--- src/sv/htd_pkg.sv ---
`default_nettype none
// ----------------------------------------------------------------------------
// htd_pkg: shared types and constants of the Huffman tree-table decoder
// Field widths, command and register codes, the queued command record and
// the walker state encoding.
// ----------------------------------------------------------------------------
package htd_pkg;

  localparam int ADDR_W     = 14;  // load address
  localparam int NODE_W     = 14;  // node table entry / tree position
  localparam int NODE_SUM_W = 15;  // tree position plus one coded bit
  localparam int VALUE_W    = 16;  // symbol value / running sum
  localparam int COUNT_W    = 13;  // symbol_count register
  localparam int BITS_W     = 7;   // valid_bits field
  localparam int CFG_IDX_W  = 1;
  localparam int CFG_DATA_W = 13;

  localparam logic [COUNT_W-1:0] SYMBOL_COUNT_RST = 13'd256;

  // Configuration register indexes
  localparam logic [CFG_IDX_W-1:0] CFG_SYMBOL_COUNT = 1'b0;
  localparam logic [CFG_IDX_W-1:0] CFG_DELTA_MODE   = 1'b1;

  // Input command codes
  typedef enum logic [1:0] {
    CMD_LOAD_NODE   = 2'd0,
    CMD_LOAD_SYMBOL = 2'd1,
    CMD_DECODE      = 2'd2
  } htd_cmd_code_t;

  // Command record passed from the front end to the walker
  typedef struct packed {
    htd_cmd_code_t        op;
    logic [ADDR_W-1:0]    address;
    logic [VALUE_W-1:0]   load_value;
    logic [BITS_W-1:0]    walk_bits;   // already limited to the word width
    logic                 first;
  } htd_cmd_t;

  // Configuration seen by the walker
  typedef struct packed {
    logic [COUNT_W-1:0] symbol_count;
    logic               delta_mode;
  } htd_cfg_t;

  typedef enum logic [2:0] {
    ST_IDLE,
    ST_ADDR,
    ST_NODE,
    ST_SYM,
    ST_FLUSH
  } htd_state_t;

endpackage

`default_nettype wire

--- src/sv/htd_front.sv ---
`default_nettype none
// ----------------------------------------------------------------------------
// htd_front: command intake
// Accepts input transfers, drops unused command codes, limits the bit count
// to the word width and hands the command record to the queue.
// ----------------------------------------------------------------------------
module htd_front
  import htd_pkg::*;
#(
  parameter int WORD_BITS = 64
) (
  input  wire logic                  in_valid,
  output logic                       in_ready,
  input  wire logic [1:0]            in_command,
  input  wire logic [ADDR_W-1:0]     in_address,
  input  wire logic [VALUE_W-1:0]    in_load_value,
  input  wire logic [WORD_BITS-1:0]  in_code_word,
  input  wire logic [BITS_W-1:0]     in_valid_bits,
  input  wire logic                  in_first_word,
  output logic                       q_push,
  output htd_cmd_t                   q_cmd,
  output logic [WORD_BITS-1:0]       q_word,
  input  wire logic                  q_full
);

  logic keep;

  always_comb begin
    case (in_command)
      CMD_LOAD_NODE, CMD_LOAD_SYMBOL, CMD_DECODE: keep = 1'b1;
      default: keep = 1'b0;  // unused code: take it and drop it
    endcase
  end

  assign in_ready = !q_full;
  assign q_push   = in_valid && !q_full && keep;

  always_comb begin
    q_cmd.op         = htd_cmd_code_t'(in_command);
    q_cmd.address    = in_address;
    q_cmd.load_value = in_load_value;
    q_cmd.first      = in_first_word;
    if (32'(in_valid_bits) > WORD_BITS) begin
      q_cmd.walk_bits = BITS_W'(WORD_BITS);
    end else begin
      q_cmd.walk_bits = in_valid_bits;
    end
  end

  assign q_word = in_code_word;

endmodule

`default_nettype wire

--- config.mk ---
export PLATFORM = sky130hd
export DESIGN_NAME = htd_front
export DESIGN_NICKNAME = d
export VERILOG_FILES = /design/src/sv/htd_pkg.sv /design/src/sv/htd_front.sv
export SDC_FILE = /design/constraint.sdc
export NUM_CORES = 1
export LEC_CHECK = 0
export BUFFER_PORTS_ARGS = -buffer_cell sky130_fd_sc_hd__buf_2
export CELL_PAD_IN_SITES_DETAIL_PLACEMENT = 0
export CELL_PAD_IN_SITES_GLOBAL_PLACEMENT = 1
export CORE_ASPECT_RATIO = 1.75
export CORE_MARGIN = 3
export CORE_UTILIZATION = 10
export DETAILED_ROUTE_END_ITERATION = 8
export MAX_ROUTING_LAYER = met4
export PLACE_DENSITY = 0.94
export SLEW_MARGIN = 10
export SYNTH_ARGS = -nofsm -noshare
export SYNTH_HDL_FRONTEND = slang
export SYNTH_SLANG_ARGS = --single-unit
--- constraint.sdc ---
create_clock -name vclk -period 0.8
set_input_delay 0.04 -clock vclk [all_inputs]
set_output_delay 0.04 -clock vclk [all_outputs]
set_load 0.02 [all_outputs]
==> out/results.txt <==
outcome - finished, final reports clean
slew margin rel. - 91.3%
Final Hold Viols - 0
via count - 319
Final Worst Setup Slack - 0.258 ns
core area - 7570 um^2
Horiz. Die Dim - 72.9 um
Sw Ratio - 57.6%
RSZ-0062 raised after global routing - no
Syn Inst Count - 107
Starting Density - 10.4%
Seq/Total Area, Yosys - 0%
hold-fix buffers at CTS - 0
detail-routed via count per cell - 2.68
num ports - 212
flip-flop and latch count - 0
Net Sw Power - 64.5 uW
synthesized cell area - 783 um^2
Filler cells - 916
Reg power frac - 0%
Post-CTS Setup Inserts - 0
IO Port Bufs - 22
Layout Nets - 139
Routed Antenna Nets - 0
Avg Synthesized Cell Area - 7.32 um^2
area delta synth->final - -65.3%
Final Critical Period - 0.542 ns
P_leak - 0.118 nW
full die area - 8970 um^2
Req. time, crit path - 0.76 ns
Clk pwr share - 0%
vias in the first global route - 347
worst-path maximum fanout - 2
Int Power - 47.5 uW
Hold/Removal Path Class - in2out
CLK BUF - 0
die height - 123 um
Worst-Margin Slew - 0.131 ns
GRT Util Overall - 8.28%
# diodes - 0
register area - 0 um^2
Setup TNS - 0 ns
FP Rows - 42
DRT Wirelength - 4.22 mm
Yosys cell types - 6
overall power - 112 uW
largest net degree at the start of global routing - 8
Max Slew Vio Count - 0
f_max - 1840 MHz
DRT iter0 DRCs - 1
yosys warns - 0
Power Dens Cells - 413 nW/um^2
Crit Path Category - in2out
drt drc - 0
Comb power frac - 100.0%
share of post-route cells with drive strength above 1 - 71.0%
initial antenna violation count - 0
cts repair resizes - 0
Critical Path End Type - output pin
Max rail drop VDD - 0.0460 mV
first-pass GRT wire length - 4.37 mm
Congestion Overflow GR - 0
final setup violation count - 0
Syn Nets - 213
GPL Wtd Cong - 0.508
post-layout util - 3.59%
drt first pass iters - 2
final period utilization - 67.8%
startpoint types - primary input
max-cap viol count - 0
DP Worst Slack - 0.252 ns
Worst EP arrival - 0.50 ns
DR WL/cell - 35.5 um
-- layout make-up --
class                           count  area (um^2)  area share, %
Tap cell                           88          110           40.6
Multi-Input combinational cell      8         47.5           17.5
Inverter                            1         3.75           1.38
Timing Repair Buffer               22          110           40.6
-- synth_stat cells, drive strengths merged --
master	number	area share, %
and3	1	0.80
buf	97	93
clkbuf	1	0.48
inv	1	0.48
nand2	1	0.48
nor2b	6	4.8
-- cells by family (layout without fill, tap and decap cells) --
family / after synthesis / after routing / synth area share, %
buffers and inverters: 99 / 23 / 93.9
and+or+nand+nor: 8 / 8 / 6.07
-- layer usage --
layer	share of wire [%]	global-route usage, %	up-vias
li1	-	-	71
met1	1.7	0	70
met2	47	14.4	82
met3	33	10.2	96
met4	18	12.5	0
met5	0	-	-
-- power groups by stage --
stage          clock network (mW)  registers [mW]  logic [mW]
2_1_floorplan                   0               0       0.757
5_1_grt                         0               0       0.121
6_report                        0               0       0.112
3_5_place_dp                    0               0       0.114
4_1_cts                         0               0       0.114
3_3_place_gp                    0               0       0.113
-- through the flow --
step | hold WS, ns | std cells | instance area [um^2]
final | 0.0800 | 119 | 272
after global routing | 0.0800 | 119 | 272
after CTS | 0.0801 | 119 | 272
after detailed placement | 0.0801 | 119 | 272
after global placement | 0.0801 | 119 | 272
after floorplan | 0.158 | 107 | 783
-- cell usage in the layout, fill, tap and decap left out --
cell type,instances
nand2_1,1
nor2b_1,6
inv_1,1
buf_2,22
and3_1,1
-- path summary, 6_finish.rpt --
path | to | startpoint | cells after the start
setup / recovery | q_push | in_command[0] | 4
hold / removal | q_word[12] | in_code_word[12] | 0
-- critical path, cell delays in order --
cell,delay (ns)
buf_2,0.10
nand2_1,0.05
and3_1,0.14
buf_2,0.17
Power figures use the tool's default switching activity.
