### src/sv/htd_queue.sv
`default_nettype none
// ----------------------------------------------------------------------------
// htd_queue: two-entry command queue
// Decouples command intake from the tree walker.
// ----------------------------------------------------------------------------
module htd_queue #(
  parameter int W = 8
) (
  input  wire logic          clk,
  input  wire logic          rst_n,
  input  wire logic          push,
  input  wire logic [W-1:0]  push_data,
  output logic               full,
  output logic               pop_valid,
  input  wire logic          pop,
  output logic [W-1:0]       pop_data
);

  localparam int DEPTH = 2;
  localparam int PW    = $clog2(DEPTH);
  localparam int CW    = $clog2(DEPTH + 1);

  logic [W-1:0]  entry_r [DEPTH];
  logic [PW-1:0] wr_ptr_r, wr_ptr_nxt;
  logic [PW-1:0] rd_ptr_r, rd_ptr_nxt;
  logic [CW-1:0] count_r, count_nxt;
  logic          do_pop;

  assign full      = (count_r == CW'(DEPTH));
  assign pop_valid = (count_r != '0);
  assign pop_data  = entry_r[rd_ptr_r];
  assign do_pop    = pop && pop_valid;

  always_comb begin
    wr_ptr_nxt = push ? wr_ptr_r + 1'b1 : wr_ptr_r;
    rd_ptr_nxt = do_pop ? rd_ptr_r + 1'b1 : rd_ptr_r;
    count_nxt  = count_r + CW'(push) - CW'(do_pop);
  end

  always_ff @(posedge clk) begin
    if (!rst_n) begin
      wr_ptr_r <= '0;
      rd_ptr_r <= '0;
      count_r  <= '0;
    end else begin
      wr_ptr_r <= wr_ptr_nxt;
      rd_ptr_r <= rd_ptr_nxt;
      count_r  <= count_nxt;
    end
  end

  always_ff @(posedge clk) begin
    if (push) begin
      entry_r[wr_ptr_r] <= push_data;
    end
  end

endmodule

`default_nettype wire

### config.mk
export PLATFORM = sky130hd
export DESIGN_NAME = htd_queue
export DESIGN_NICKNAME = d
export VERILOG_FILES = /design/src/sv/htd_queue.sv
export SDC_FILE = /design/constraint.sdc
export NUM_CORES = 1
export LEC_CHECK = 0
export BUFFER_PORTS_ARGS = -buffer_cell sky130_fd_sc_hd__buf_4
export CAP_MARGIN = 15
export CELL_PAD_IN_SITES_DETAIL_PLACEMENT = 0
export CELL_PAD_IN_SITES_GLOBAL_PLACEMENT = 2
export CORE_MARGIN = 1
export CORE_UTILIZATION = 31
export CTS_CLUSTER_SIZE = 10
export DETAILED_ROUTE_END_ITERATION = 10
export HOLD_SLACK_MARGIN = 0.03
export PLACE_DENSITY = 0.81
export RECOVER_POWER = 100
export SYNTH_ARGS = -nofsm -noshare
export SYNTH_HDL_FRONTEND = slang
export SYNTH_SLANG_ARGS = --single-unit
### constraint.sdc
create_clock -name clk -period 1.25 [get_ports clk]
set_input_delay 0.0625 -clock clk [delete_from_list [all_inputs] [get_ports clk]]
set_output_delay 0.0625 -clock clk [all_outputs]
set_load 0.02 [all_outputs]
==> impl_metrics.prom <==
# TYPE chip_impl_metric gauge
chip_impl_info{name="status",value="finished, violations left"} 1
chip_impl_info{name="violated_checks",value="negative setup slack"} 1
chip_impl_metric{name="total_die_area",unit="mm^2"} 0.00286
chip_impl_metric{name="post_route_cells_drive_above_1_share",unit="%"} 51.2
chip_impl_metric{name="switchingPower",unit="mW"} 0.623
chip_impl_metric{name="finalSetupViolCount",unit=""} 10
chip_impl_metric{name="synth.yosys.seq_area_share",unit="%"} 70.7
chip_impl_metric{name="worst-path-max-fanout",unit=""} 2
chip_impl_metric{name="cts_post_setup_buffers_inserted",unit=""} 0
chip_impl_info{name="synthDominantAreaCellType",value="edfxtp_1"} 1
chip_impl_metric{name="cp_data_required_time",unit="ps"} 1490
chip_impl_metric{name="fin_skew",unit="ps"} 11.8
chip_impl_info{name="crit_path_start_kind",value="register"} 1
chip_impl_metric{name="final.setup.worst_slack",unit="ps"} -75.3
chip_impl_metric{name="worst-endpoint-arrival",unit="ps"} 1560
chip_impl_metric{name="swShare",unit="%"} 28.7
chip_impl_metric{name="setup.reg_to_reg.worst_slack",unit="ps"} -80
chip_impl_metric{name="maxCapViolCount",unit=""} 0
chip_impl_metric{name="area_growth",unit="%"} 54.4
chip_impl_info{name="mostFrequentLayoutCells",value="16 x edfxtp_1, 9 x clkbuf_4, 9 x dlygate4sd3_1, 9 x buf_6, 8 x mux2_4"} 1
chip_impl_metric{name="place_worst_setup_slack",unit="ps"} -95.4
chip_impl_metric{name="synthesized_cell_area",unit="um^2"} 821
chip_impl_metric{name="synth_cell_type_count",unit=""} 15
chip_impl_metric{name="route.detailed.wl_per_inst",unit="um"} 11.0
chip_impl_metric{name="clkLatencyLatePin",unit="ps"} 310
chip_impl_metric{name="grt_pass1_vias",unit=""} 468
chip_impl_metric{name="timing.max_slew.rel_slack",unit="%"} 75.7
chip_impl_metric{name="synth_warnings",unit=""} 0
chip_impl_metric{name="grt_pass1_wl",unit="um"} 2020
chip_impl_metric{name="clk_transition_reported_paths",unit="ps"} 100
chip_impl_metric{name="final_net_count",unit=""} 101
chip_impl_metric{name="timing_max_transition_violations_final",unit=""} 0
chip_impl_metric{name="cts-buffers-inserted",unit=""} 3
chip_impl_info{name="cts_tree",value="built"} 1
chip_impl_metric{name="dieWidth",unit="um"} 53.5
chip_impl_metric{name="final_core_util",unit="%"} 50.7
chip_impl_metric{name="detailedPlacementHpwl",unit="um"} 893
chip_impl_metric{name="placed_cells_incl_taps",unit=""} 103
chip_impl_metric{name="clock-sinks",unit=""} 21
chip_impl_metric{name="tightestPinTransition",unit="ps"} 365
chip_impl_metric{name="initial_utilization",unit="%"} 32.8
chip_impl_info{name="critical_path_class",value="reg -> reg"} 1
chip_impl_metric{name="fmax",unit="MHz"} 755
chip_impl_metric{name="yosys_register_bits",unit=""} 21
chip_impl_metric{name="totalPowerFinal",unit="mW"} 2.17
chip_impl_metric{name="floorplan.core_area",unit="mm^2"} 0.00250
chip_impl_metric{name="place_area",unit="mm^2"} 0.00108
chip_impl_metric{name="finished_cell_area",unit="mm^2"} 0.00127
chip_impl_metric{name="dr.pass1.iters",unit=""} 1
chip_impl_metric{name="total_number_of_h_tree_levels",unit=""} 1
chip_impl_metric{name="grt_antenna_before_repair",unit=""} 0
chip_impl_metric{name="final_antenna_net_count",unit=""} 0
chip_impl_metric{name="p_comb_share",unit="%"} 44.3
chip_impl_info{name="grt_setup_unrepaired",value="true"} 1
chip_impl_metric{name="die_y",unit="um"} 53.5
chip_impl_metric{name="gp_congestion",unit=""} 0.614
chip_impl_metric{name="power-per-cell-area",unit="mW/mm^2"} 1710
chip_impl_metric{name="fin_crit",unit="ps"} 1330
chip_impl_metric{name="synth_top_cell_area_share",unit="%"} 58.5
chip_impl_metric{name="vias_per_cell",unit=""} 4.21
chip_impl_info{name="timing.critical_path.to_type",value="register"} 1
chip_impl_info{name="layout.cells.most_common",value="edfxtp_1"} 1
chip_impl_metric{name="pwr-share-seq",unit="%"} 40.9
chip_impl_metric{name="n_antenna_cell",unit=""} 0
chip_impl_metric{name="vdd_ir_drop_max",unit="mV"} 0.812
chip_impl_metric{name="port_buffers",unit=""} 21
chip_impl_metric{name="boundaryPins",unit=""} 22
chip_impl_info{name="timing.hold.worst.class",value="in -> reg"} 1
chip_impl_metric{name="drcViolationCount",unit=""} 0
chip_impl_metric{name="wl",unit="um"} 1280
chip_impl_metric{name="report.final.hold_viol_count",unit=""} 0
chip_impl_metric{name="avgSynthCellArea",unit="um^2"} 17.1
chip_impl_metric{name="final_period_utilization",unit="%"} 106
chip_impl_metric{name="grt_use_total",unit="%"} 10.7
chip_impl_metric{name="drtIter0Drc",unit=""} 0
chip_impl_metric{name="routed-via-count",unit=""} 488
chip_impl_metric{name="layout.cells.non_filler",unit=""} 116
chip_impl_metric{name="synth_nets",unit=""} 62
chip_impl_metric{name="core.rowCount",unit=""} 18
chip_impl_metric{name="cellInternalPower",unit="mW"} 1.55
chip_impl_info{name="clock-root-buffer",value="clkbuf_4"} 1
chip_impl_metric{name="grt_max_degree",unit=""} 13
chip_impl_metric{name="syn-instance-count",unit=""} 48
chip_impl_info{name="synth_area_leaders",value="edfxtp_1 59%, dfxtp_1 12%, mux2_1 11%"} 1
chip_impl_metric{name="total_leakage_power",unit="nW"} 0.511
chip_impl_metric{name="clockBufferDepth",unit=""} 2
chip_impl_metric{name="power.clock.fraction",unit="%"} 14.8
chip_impl_metric{name="grt_overflow",unit=""} 0
-- synthesized netlist by cell type --
library cell,n
or2_1,1
and2_1,2
nand2_1,1
o21a_1,1
nor2b_1,4
o21a_2,1
mux2i_1,2
mux2_1,8
inv_1,2
buf_2,1
dfxtp_1,5
xnor3_1,1
ha_1,2
edfxtp_1,16
nand2b_1,1
-- power groups by stage --
stage          clock network (mW)  logic, mW  registers (mW)
2_1_floorplan                   0      0.486           0.889
3_3_place_gp                    0      0.788           0.891
3_5_place_dp                    0      0.809           0.898
4_1_cts                     0.342      0.957           0.889
5_1_grt                     0.367       1.04           0.899
6_report                    0.322      0.961           0.888
-- path summary, 6_finish.rpt --
path              startpoint          to  cells after the start
hold / removal          push    wr_ptr_r                      3
setup / recovery  count_r[1]  count_r[1]                      6
hold reg to reg     rd_ptr_r    register                      2
setup reg to reg  count_r[1]  count_r[1]                      6
-- sequential cells by signal (all words and copies together) (netlist names), named ones only --
signal and cells:
count_r 2, rd_ptr_r 1, wr_ptr_r 1, entry_r 16
-- final cells by class --
class | instances | area [um^2]
Fill cell | 216 | 1230
Inverter | 2 | 7.51
Timing Repair Buffer | 35 | 319
Clock inverter | 1 | 5.00
Sequential cell | 21 | 584
Tap cell | 30 | 37.5
Multi-Input combinational cell | 24 | 292
Clock buffer | 3 | 22.5
-- cells by family after synthesis --
kind of cell | after synthesis | synth area share [%]
xor+xnor | 1 | 2.74
mux | 10 | 13.4
simple gates | 9 | 6.55
buf+inv | 3 | 1.52
flops | 21 | 70.7
fa+ha+maj | 2 | 3.05
compound gates | 2 | 1.98
-- repair_timing --
action / CTS / global route
endpoints found under the hold margin: 19 / 0
hold buffers: 9 / 0
gates resized for setup: 19 / 2
endpoints found under the setup margin: 10 / 11
pin swaps: 3 / 1
-- per-stage QoR --
stage | hold WS, ps | setup TNS (ps)
floorplan | 161 | -107
global placement | 249 | -78.6
detailed placement | 252 | -145
CTS | 96.5 | -526
global route | 112 | -845
finish | 105 | -320
-- metal layers --
metal	track usage, %	wire length [um]	part of all wire (%)
met5	0	0	0
met4	7.89	28	2.2
met3	2.59	63	4.9
met2	16.7	639	50
met1	12.5	543	43
-- critical path, cell delays in order, from the launching register on --
cell and delay, ps:
dfxtp_2 340, o21a_4 220, ha_4 260, inv_2 30, ha_4 140, xnor3_1 160, nor2b_1 110
No activity file was read; power rests on OpenSTA's default activity.
